[src/sv/wis_pkg.sv]
package wis_pkg;

  localparam int unsigned PriorW  = 32;
  localparam int unsigned WeightW = 23;
  localparam int unsigned CvW     = 48;
  localparam int unsigned CwW     = 40;
  localparam int unsigned NumW    = CvW + 2;
  localparam int unsigned DvdW    = NumW - 1 + 16;
  localparam int unsigned OutW    = 31;
  localparam logic [WeightW-1:0] WeightMax = 23'd6553600;

  typedef enum logic [3:0] {
    ST_IDLE,
    ST_LOAD,
    ST_RDI,
    ST_DIVGO,
    ST_DIVWAIT,
    ST_RDS,
    ST_CMP,
    ST_RDLO,
    ST_FILL,
    ST_OUT
  } state_e;

  typedef struct packed {
    logic load_cap;
    logic load_wr;
    logic cmp_init;
    logic rd_i;
    logic div_start;
    logic rd_s;
    logic dec_j;
    logic rd_lo;
    logic fill_init;
    logic fill_wr;
    logic next_i;
    logic out_init;
    logic out_rd;
  } cmd_t;

  typedef struct packed {
    logic set_end;
    logic div_done;
    logic j_gt1;
    logic viol;
    logic fill_end;
    logic i_last;
    logic out_end;
  } stat_t;

endpackage

[src/sv/wis_ctrl.sv]
module wis_ctrl (
  input  logic           clk_i,
  input  logic           rst_ni,
  input  logic           start_i,
  input  wis_pkg::stat_t stat_i,
  output wis_pkg::cmd_t  cmd_o,
  output logic           busy_o
);

  wis_pkg::state_e state_q, state_d;

  always_comb begin
    state_d = state_q;
    unique case (state_q)
      wis_pkg::ST_IDLE:    if (start_i) state_d = wis_pkg::ST_LOAD;
      wis_pkg::ST_LOAD:    state_d = stat_i.set_end ? wis_pkg::ST_RDI : wis_pkg::ST_IDLE;
      wis_pkg::ST_RDI:     state_d = wis_pkg::ST_DIVGO;
      wis_pkg::ST_DIVGO:   state_d = wis_pkg::ST_DIVWAIT;
      wis_pkg::ST_DIVWAIT: begin
        if (stat_i.div_done) state_d = stat_i.j_gt1 ? wis_pkg::ST_RDS : wis_pkg::ST_FILL;
      end
      wis_pkg::ST_RDS:     state_d = wis_pkg::ST_CMP;
      wis_pkg::ST_CMP:     state_d = stat_i.viol ? wis_pkg::ST_RDLO : wis_pkg::ST_FILL;
      wis_pkg::ST_RDLO:    state_d = wis_pkg::ST_DIVGO;
      wis_pkg::ST_FILL: begin
        if (stat_i.fill_end) state_d = stat_i.i_last ? wis_pkg::ST_OUT : wis_pkg::ST_RDI;
      end
      wis_pkg::ST_OUT:     if (stat_i.out_end) state_d = wis_pkg::ST_IDLE;
      default:             state_d = wis_pkg::ST_IDLE;
    endcase
  end

  always_comb begin
    cmd_o  = '0;
    busy_o = 1'b1;
    unique case (state_q)
      wis_pkg::ST_IDLE: begin
        busy_o         = 1'b0;
        cmd_o.load_cap = start_i;
      end
      wis_pkg::ST_LOAD: begin
        cmd_o.load_wr  = 1'b1;
        cmd_o.cmp_init = stat_i.set_end;
      end
      wis_pkg::ST_RDI:   cmd_o.rd_i = 1'b1;
      wis_pkg::ST_DIVGO: cmd_o.div_start = 1'b1;
      wis_pkg::ST_DIVWAIT: begin
        cmd_o.fill_init = stat_i.div_done & ~stat_i.j_gt1;
      end
      wis_pkg::ST_RDS:   cmd_o.rd_s = 1'b1;
      wis_pkg::ST_CMP: begin
        cmd_o.dec_j     = stat_i.viol;
        cmd_o.fill_init = ~stat_i.viol;
      end
      wis_pkg::ST_RDLO:  cmd_o.rd_lo = 1'b1;
      wis_pkg::ST_FILL: begin
        cmd_o.fill_wr  = 1'b1;
        cmd_o.next_i   = stat_i.fill_end;
        cmd_o.out_init = stat_i.fill_end & stat_i.i_last;
      end
      wis_pkg::ST_OUT:   cmd_o.out_rd = 1'b1;
      default:           busy_o = 1'b1;
    endcase
  end

  always_ff @(posedge clk_i or negedge rst_ni) begin
    if (!rst_ni) begin
      state_q <= wis_pkg::ST_IDLE;
    end else begin
      state_q <= state_d;
    end
  end

endmodule

[config.mk]
export PLATFORM = sky130hd
export DESIGN_NAME = wis_ctrl
export DESIGN_NICKNAME = d
export VERILOG_FILES = /design/src/sv/wis_pkg.sv /design/src/sv/wis_ctrl.sv
export SDC_FILE = /design/constraint.sdc
export NUM_CORES = 1
export LEC_CHECK = 0
export BUFFER_PORTS_ARGS = -buffer_cell sky130_fd_sc_hd__buf_2
export CAP_MARGIN = 20
export CORE_AREA = 10 10 47 49
export CTS_CLUSTER_DIAMETER = 200
export DETAILED_ROUTE_END_ITERATION = 8
export DIE_AREA = 0 0 57 59
export PLACE_DENSITY = 0.77
export SYNTH_ARGS = -nofsm -noshare
export SYNTH_HDL_FRONTEND = slang
export SYNTH_SLANG_ARGS = --single-unit
[constraint.sdc]
create_clock -name clk_i -period 4.6 [get_ports clk_i]
set_clock_uncertainty 0.1 [all_clocks]
set_input_delay 0.23 -clock clk_i [delete_from_list [all_inputs] [get_ports clk_i]]
set_output_delay 0.23 -clock clk_i [all_outputs]
set_load 0.005 [all_outputs]
## Word-level counts from Yosys, hierarchy flattened

Index checks and enable logic that the tools add are counted.

| cells by class | value |
|---|---|
| add/sub/neg operators | 0 |
| multipliers | 0 |
| div/mod/pow operators | 0 |
| magnitude comparators | 0 |
| equality and inequality tests | 13 |
| shift operators | 0 |
| multiplexer cells | 20 |
| bitwise gates (word level) | 4 |
| reductions and logical operators | 3 |

Operators with widths:

| kind | number |
|---|---|
| 4-bit one-hot mux with 9 select lines | 1 |
| 4-bit 2-to-1 mux | 7 |
| 4-bit by 3-bit equality test with 1-bit output (second input constant) | 4 |
| 4-bit by 2-bit equality test with 1-bit output (second input constant) | 2 |
| 4-bit equality test (second input constant) | 2 |
| 1-bit 2-to-1 mux | 8 |
| 2-bit inequality test (second input constant) | 4 |
| 4-bit by 1-bit equality test with 1-bit output (second input constant) | 1 |
| 4-bit logical NOT | 1 |
| 2-bit 2-to-1 mux | 2 |
| 4-bit AND reduction | 1 |
| 3-bit 2-to-1 mux | 1 |
| 1-bit AND | 2 |
| 1-bit NOT | 2 |
| 1-bit one-hot mux with 2 select lines | 1 |
| 2-bit OR reduction | 1 |

| storage, ports and cells | value |
|---|---|
| flip-flop bits (word level) | 4 |
| latch bits | 0 |
| bits in writable memories | 0 |
| memory bits (read-only) | 0 |
| bits of input ports | 10 |
| output and inout port bits | 14 |
| logic and storage cells | 41 |
| memories kept | 0 |

## Depth between registers and ports, before layout

Gate-level depths: netlist (run 1).

| depth | value |
|---|---|
| depth in word-level cells | 3 |
| gate-level depth with buffers | 5 |

## Least setup slack after synthesis (run 1)

Ideal clock, no wire load.

| path | value |
|---|---|
| path kind | register to register |
| start point | register state_q[0] |
| end point | register state_q[3] |
| library setup time | 0.125 ns |
| data arrival time | 1.363 ns |
| required time | 4.375 ns |
| slack | 3.012 ns |
| cell stages (with the launch flop) | 6 |
| buffers on the path | 1 |
| period minus slack after synthesis | 1.588 ns |
| cell sequence | dfrtp_1 buf_6 or3_1 o21ai_2 a22o_4 mux2_4 |

| on the way | value |
|---|---|
| cells in the longest elaborated chain, start to end | 3 |
| elaborated cells on any way between the ends | 17 |
| classes of those cells | eq/ne (13); mux (1); reduce/logical (3) |

RTL lines:

| element | RTL line | text |
|---|---|---|
| start, declared | wis_ctrl.sv:10 | `wis_pkg::state_e state_q, state_d;` |
| start signal, assigned | wis_ctrl.sv:68 | `state_q <= wis_pkg::ST_IDLE;` |
| start signal, assigned | wis_ctrl.sv:70 | `state_q <= state_d;` |
| 4-bit by 3-bit equality test with 1-bit output (tied with other cells) | wis_ctrl.sv:14 | `unique case (state_q)` |
| 2-bit OR reduction (no source line) or 2-bit inequality test (tied branches) | -- |  |
| 4-bit one-hot mux with 9 select lines or 4-bit AND reduction (tied branches) | -- |  |

Several ways; a longest one is shown, not always the timed one.
A chain may end at the register's enable or synchronous reset.

==> run summary, run 1 <==
The number of remaining DRC errors is 0. The largest individual stage delay along the critical path comes from the cell dfrtp_1. The I/O pin count came out at 24.

The tools report the first-pass GRT wire length as 2.29 mm. The later pin in the worst-skew pair is clocked with a latency of 0.24 ns. The tools report the number of cells produced by synthesis as 69. Dividing the detail-routed wire length by the instance count gives 13.4 µm.

The worst min-delay path class is in -> reg. The async set-or-reset flop fraction in the synthesized netlist was 1.00. Compared with the post-synthesis result, the final layout area differs by 24.5%. The longest clock path from root to sink contains 2 buffers.

Summing all flip-flop and latch instances after layout gives 100 µm². The synthesized netlist net count was 79. Number of standard-cell rows in the floorplan: 14. The fraction of the cycle the final worst path needs came out at 0.432.

Cell internal power was estimated by the tool at 0.188 mW. Power density over the cells: 522 nW/µm². The critical path in this run is classified as reg -> out.

The first detailed-routing pass ran for 4 iterations. At the end of routability-driven placement, the weighted congestion stood at 0.885. In this run the number of cells on the critical path is 4. In this run the horizontal extent of the chip is 57 µm. For the global router's overall resource usage, the log shows 0.0837. TritonCTS built the clock tree. During synthesis, Yosys emitted a total of 0 warnings.

The smallest clock period supported by the final layout is computed as 1.99 ns. The share of synthesized area spent on multiplexers came out at 0.0280. The post-synthesis instance area was 537 µm².

The path depth of the worst reg2reg path is 4, and the final wirelength is 1.44 mm. The logs give 0 for the total overflow reported by the global router and 0.284 for the sequential group share of total power. The number of antenna violations at the first check in global routing was 0; the accumulated negative setup slack was 0 ns. Post-CTS timing repair inserted 0 buffers for setup. Clock-pin slew was measured on the worst setup and hold paths at 0.04 ns. The tools report the total of endpoints with negative setup slack in the final report as 0. In this run the tool buffered the top-level ports with 23 buffer cells.

Derived from the worst setup path, the maximum achievable clock frequency is 503 MHz. Across the VDD grid, the largest voltage drop is 0.247 mV. The tree is rooted in a clkbuf_4. Required time of the critical path: 4.27 ns. In this run the vertical extent of the chip is 59 µm.

The XOR/XNOR share of the synthesized area works out to 0.0163. The setup slack of the most critical reg-to-reg path was 2.78 ns; the combinational share of power was 0.589. The flow ran to the end, and the final reports show no timing, DRC or antenna violations. The tool flagged a number of max-cap violations equal to 0. The run gives 0 as the post-cts sizing count. The run gives 0 as the antenna diode instance count. Switching share of power: 0.462. The routed layout has 572 vias. The worst setup path is captured at an output port. The most used flip-flop cell after synthesis is dfrtp_1.

Simple-gate share of the synthesized area: 0.410. The total area inside the core boundary comes to 1400 µm². In this run the static leakage power is 0.334 nW.

In this run the worst setup path begins at state_q[0]. For this block, the initial DRC count from the detailed router was 6. The number of synthesized flops with an enable pin came out at 0. The adder-cell share of the synthesized area works out to 0. The post-route antenna net violation count is 0, and the biggest fanout along the worst timing path is 18. Count of endpoints failing hold in the final timing report: 0. The logs give 3360 µm² for the die outline area and 103 for the instance count after placement with tap cells included.

The register with the most flip-flops in the final layout is state_q. Traced cell by cell, the critical path runs through or2_2 -> nor2_1 -> and3_1 -> buf_2. The switching power is 0.161 mW. The tree built by TritonCTS fans out to 4 sinks. The power share of the clock group is 0.127. Via count of the first global-routing pass: 578. Number of nets at the end of the flow: 103.

The count of buffering cells on the critical path with inverters included was 1. STA puts the critical path data arrival time at 1.66 ns. For this run, the slowest stage of the critical path takes 0.54 ns. Leaving out fill and tap cells, the most frequent cell in the layout is buf_2.

The run gives 397 µm² as the area of the multi-input gates. The most critical setup path has its endpoint at cmd_o[1]. The HPWL after detailed placement is 1.12 mm.

The proportion of layout cells with a drive suffix above 1 is 0.363, and the share of the synthesized area in compound gates (AO/OA/AOI/OAI) is 0.284. The critical register-to-register path startpoint is state_q[2]. For the pin with the worst max-slew slack, the measured transition is 0.482 ns.

The capturing point of the worst reg2reg path was state_q[3]. Largest family of logic cells by synthesized area: simple AND/OR/NAND/NOR gates. The maximum level of the CTS H-tree was 1; the count of cell types in the netlist was 36. The remaining max-slew budget at the tightest pin was 0.679; the largest net degree at the start of global routing was 19. The largest registers in the layout are state_q (4). The number of flip-flops in the largest register was 4. Final-report max-slew violation count: 0. The finished layout holds 107 standard cells, fillers aside. In this run the mean area of a mapped cell was 7.78 µm². The initial core utilization was 0.383. The sequential cell area fraction in the yosys report came out at 0.186.

The number of synthesized register bits works out to 4. Family with the most delay on the worst path: simple AND/OR/NAND/NOR gates. The CTS buffer count is 3, and the detailed-route vias per instance is 5.35. The filler cells instantiated in the layout total 155.

Setup repair after global routing left no endpoint under its margin. Leaving out fill and tap cells, the most frequent cells in the layout are buf_2 (23), nor2_1 (8), nand2_1 (5), nor3_1 (4), dfrtp_1 (4). The worst setup path is launched from a flop.
==> worst min-delay path, cell delays in order <==
cell	delay, ns
buf_2	0.09
or3_1	0.11
o31ai_1	0.07
==> per-stage QoR <==
stage | power (mW) | instance area [µm²] | hold slack [ns] | worst slack, ns | utilization
after CTS | 0.353 | 668 | 0.202 | 2.60 | 0.477
final | 0.349 | 668 | 0.208 | 2.61 | 0.477
after detailed placement | 0.306 | 636 | -0.0636 | 2.78 | 0.454
after global placement | 0.303 | 636 | -0.0647 | 2.83 | 0.454
after floorplan | 0.260 | 537 | -0.166 | 3.01 | -
after global routing | 0.383 | 668 | 0.207 | 2.47 | 0.477
==> logic make-up (layout without fill, tap and decap cells) <==
kind of cell / after synthesis / in the layout
compound gates: 18 / 18
flops: 4 / 4
xor+xnor: 1 / 1
mux: 1 / 1
buf+inv: 6 / 28
simple gates: 39 / 39
==> routing by layer <==
layer / wire (µm) / global-route usage / vias to the layer above
met5: 0 / 0 / -
met4: 15 / 0.0705 / 0
met3: 64 / 0.0258 / 2
met2: 705 / 0.130 / 19
met1: 653 / 0.0910 / 254
li1: - / - / 297
==> cells in the mapped netlist (2+ instances only) <==
library cell | number | share of area
buf_2 | 2 | 0.019
nand2b_1 | 3 | 0.035
o31ai_1 | 2 | 0.028
and2_1 | 2 | 0.023
a21oi_1 | 2 | 0.019
nor3_1 | 4 | 0.037
or3_1 | 3 | 0.035
nor2b_1 | 3 | 0.035
a21o_1 | 2 | 0.028
and3_1 | 3 | 0.035
buf_4 | 2 | 0.028
nand2_1 | 5 | 0.035
dfrtp_1 | 4 | 0.19
o21ai_0 | 2 | 0.019
nor2_1 | 8 | 0.056
o21a_1 | 2 | 0.028
==> area by class of cell <==
| cell class | instances | share of cell area |
|---|---|---|
| multi-input combinational | 59 | 0.594 |
| timing repair buffer | 24 | 0.187 |
| sequential | 4 | 0.150 |
| clock buffer | 3 | 0.0337 |
| tap | 16 | 0.0300 |
| inverter | 1 | 0.00562 |
==> worst min-delay path by stage <==
| stage | endpoint | slack (ns) | cells after the start | from |
|---|---|---|---|---|
| global placement | state_q[1] | -0.06 | 1 | rst_ni |
| global route | state_q[0] | 0.21 | 3 | stat_i[0] |
| finish | state_q[0] | 0.21 | 3 | stat_i[0] |
| detailed placement | state_q[1] | -0.06 | 1 | rst_ni |
| floorplan | state_q[0] | -0.17 | 0 | rst_ni |
| CTS | state_q[0] | 0.20 | 3 | stat_i[0] |
==> power groups by stage <==
stage | logic, mW | registers [mW] | clock network (mW)
final | 0.205 | 0.0989 | 0.0443
after global placement | 0.204 | 0.0991 | 0
after global routing | 0.228 | 0.106 | 0.0493
after detailed placement | 0.206 | 0.100 | 0
after floorplan | 0.200 | 0.0603 | 0
after CTS | 0.208 | 0.0992 | 0.0462
==> repair_timing <==
action / 4_1_cts / 5_1_grt
hold endpoints to repair: 4 / 0
endpoints found under the setup margin: 0 / 0
hold buffers: 1 / 0
Note: power is estimated with default switching activity, not from simulation.
==> run 2, diff against run 1 <==
Clock period 4.6 ns to 2 ns, I/O delays scaled along.
==> run 2 against run 1 <==
Critical path depth up 1. Final area up 2.2%. Power up 140%. Non-clock buffer count up 2. Die area unchanged. Cell count up 1.9%. Routed wire length up 2.6%. Highest routed layer unchanged.
==> run summary, run 2 (same netlist as run 1, synthesis figures left out) <==
The logs give 0.650 for the combinational share of power and 24 for the I/O pin count. The number of nets at the end of the flow is 105, and the die outline width is 57 µm. The tools report the hold path endpoint as state_q[0]. Endpoint arrival time on the critical path: 1.66 ns. The peak supply drop was 0.619 mV; the switching power was 0.375 mW. The tools report the via count of the first global-routing pass as 598. Data on the critical path is required at its endpoint by 1.80 ns.

The HPWL reported at the end of detailed placement was 1.21 mm. For this run, the top clock speed supported by timing is 537 MHz. The routed design could run at a clock period as short as 1.86 ns. The total power consumption of the routed design was 0.826 mW.

The critical path in this run is classified as reg -> out. The cell count of the worst hold path is 3, and the accumulated negative setup slack is 0 ns. After floorplanning, the core was sized to cover 1400 µm². In this run the critical register-to-register path is launched from state_q[3]. The floorplan step set the die height to 59 µm. Once detail routing completed, the nets flagged for antenna violations numbered 0.

Along the worst path, the maximum fanout reaches 13. Summed over all layers, the global routing overflow is 0. The number of antenna violations at the first check in global routing was 0. The most common cell after layout, fill and taps aside was buf_2.

The relative area change from synthesis to final layout came out at 27.3%. The register with the most flip-flops in the layout has 4 of them. Setup violations remaining at the end of the flow were counted as 0. The fraction of the cycle the final worst path needs works out to 0.932.

Setup repair after global routing left no endpoint under its margin. The remaining max-slew budget at the tightest pin is 0.681. The logs give 0 for the number of remaining DRC errors and 0.344 nW for the static leakage power.

The endpoint identified for the worst register-to-register timing path is state_q[3]. The element type at the critical path start was a flop. Clock tree synthesis selected as its root buffer the cell clkbuf_4. On the worst path, the slowest cell contributes a delay of 0.42 ns. The hold-fix buffer count after cts was 1. The tools report the count of endpoints failing hold in the final timing report as 0.

The run gives 0.136 ns as the worst setup slack after layout. The antenna diode instance count is 0. The tools report the origin of the worst min-delay path as stat_i[0]. The final-report max-slew violation count was 0. The first global-routing pass estimated 2.52 mm of wire. For this block, the routed nets add up to 1.48 mm of wire. The buffer depth of the longest clock path was 2; the number of setup buffers added after CTS was 0. The tools report the global router's overall resource usage as 0.0909. The logs give 3 for the CTS buffer count and 0.231 for the sequential group share of total power.

For this design the ratio of total power to cell area is 1210 nW/µm². For the setup slack of the most critical reg-to-reg path, the log shows 0.27 ns. The floorplan step defined a die boundary enclosing 3360 µm². Detailed-route vias per instance: 5.34. The worst setup path is captured at an output port. The slowest library cell on the worst path is dfrtp_1. The number of maximum-capacitance constraint violations is 0, and the setup slack after placement is 0.272 ns. In the layout the commonest cells are buf_2 (23), nor2_1 (8), nand2_1 (5), nor3_1 (4), dfrtp_1 (4). Ranked by flip-flop count, first place goes to state_q. The transition time of the tightest slew-check pin came out at 0.478 ns. TritonCTS built the clock tree.

The number of gates resized after CTS was 0. The path depth of the worst reg2reg path is 4, and the internal power is 0.451 mW. The routed length per instance came out at 13.6 µm. The TritonCTS sink count is 4, and the first-iteration detailed-routing DRC count is 10.

The critical path goes through buf_4 -> or2_2 -> nor2_1 -> and3_1 -> buf_2. The maximum level of the CTS H-tree came out at 1. The switching share of power is 0.454. At the end of routability-driven placement, the weighted congestion stood at 0.842. The number of port buffers was 23.

The run gives 14 as the number of standard-cell rows in the floorplan. After clock tree synthesis, the clock-pin slew on the worst setup and hold paths is 0.03 ns. The proportion of layout cells with a drive suffix above 1 came out at 0.376. The tools report the largest net degree at the start of global routing as 18.

The clock reaches the later pin of the worst-skew pair after 0.23 ns. The tools report the number of iterations in the first detailed-routing pass as 4. The flow ran to the end, and the final reports show no timing, DRC or antenna violations. Worst min-delay path class: in -> reg. The run gives 582 as the overall via count from detail_route. Power share of the clock group: 0.119.

The largest registers in the layout are state_q (4). The utilization of the core after routing was 0.488; the initial core utilization was 0.383.
==> run 2: worst max-delay path: cells and delay by family (launching register included) <==
kind                   cells  cell delay [ns]
buffers and inverters      2             0.31
DFF                        1             0.42
and+or+nand+nor            3             0.70
==> run 2: cell type report <==
cell class                      count  area, µm²
Clock buffer                        3       22.5
Fill cell                         148        718
Inverter                            1       3.75
Multi-Input combinational cell     59        397
Sequential cell                     4        100
Tap cell                           16       20.0
Timing Repair Buffer               26        140
==> run 2: worst max path at each step <==
stage	startpoint	end	slack, ns	depth (start not counted)
final	state_q[0]	cmd_o[1]	0.14	5
after global routing	state_q[0]	cmd_o[1]	0.06	5
after CTS	state_q[0]	cmd_o[1]	0.13	5
after detailed placement	state_q[3]	state_q[3]	0.27	4
after global placement	state_q[3]	state_q[3]	0.33	4
after floorplan	state_q[0]	state_q[3]	0.41	5
==> run 2: metrics by stage <==
stage	instance area (µm²)	hold WS (ns)	cells
6_report	683	0.0806	109
5_1_grt	683	0.0986	109
4_1_cts	683	0.0826	109
3_5_place_dp	651	-0.196	105
3_3_place_gp	651	-0.197	105
2_1_floorplan	537	-0.296	69
==> run 2: routing by layer <==
metal  track usage  share of wire
met4        0.0570          0.010
met5             0              0
met1        0.0992           0.44
met2         0.147           0.49
met3        0.0322          0.057
==> run 2: power groups by stage <==
| stage | combinational, mW | clock (mW) | sequential [mW] |
|---|---|---|---|
| final | 0.537 | 0.0981 | 0.191 |
| after global routing | 0.604 | 0.112 | 0.200 |
| after CTS | 0.546 | 0.100 | 0.191 |
| after detailed placement | 0.542 | 0 | 0.191 |
| after global placement | 0.533 | 0 | 0.185 |
| after floorplan | 0.460 | 0 | 0.139 |
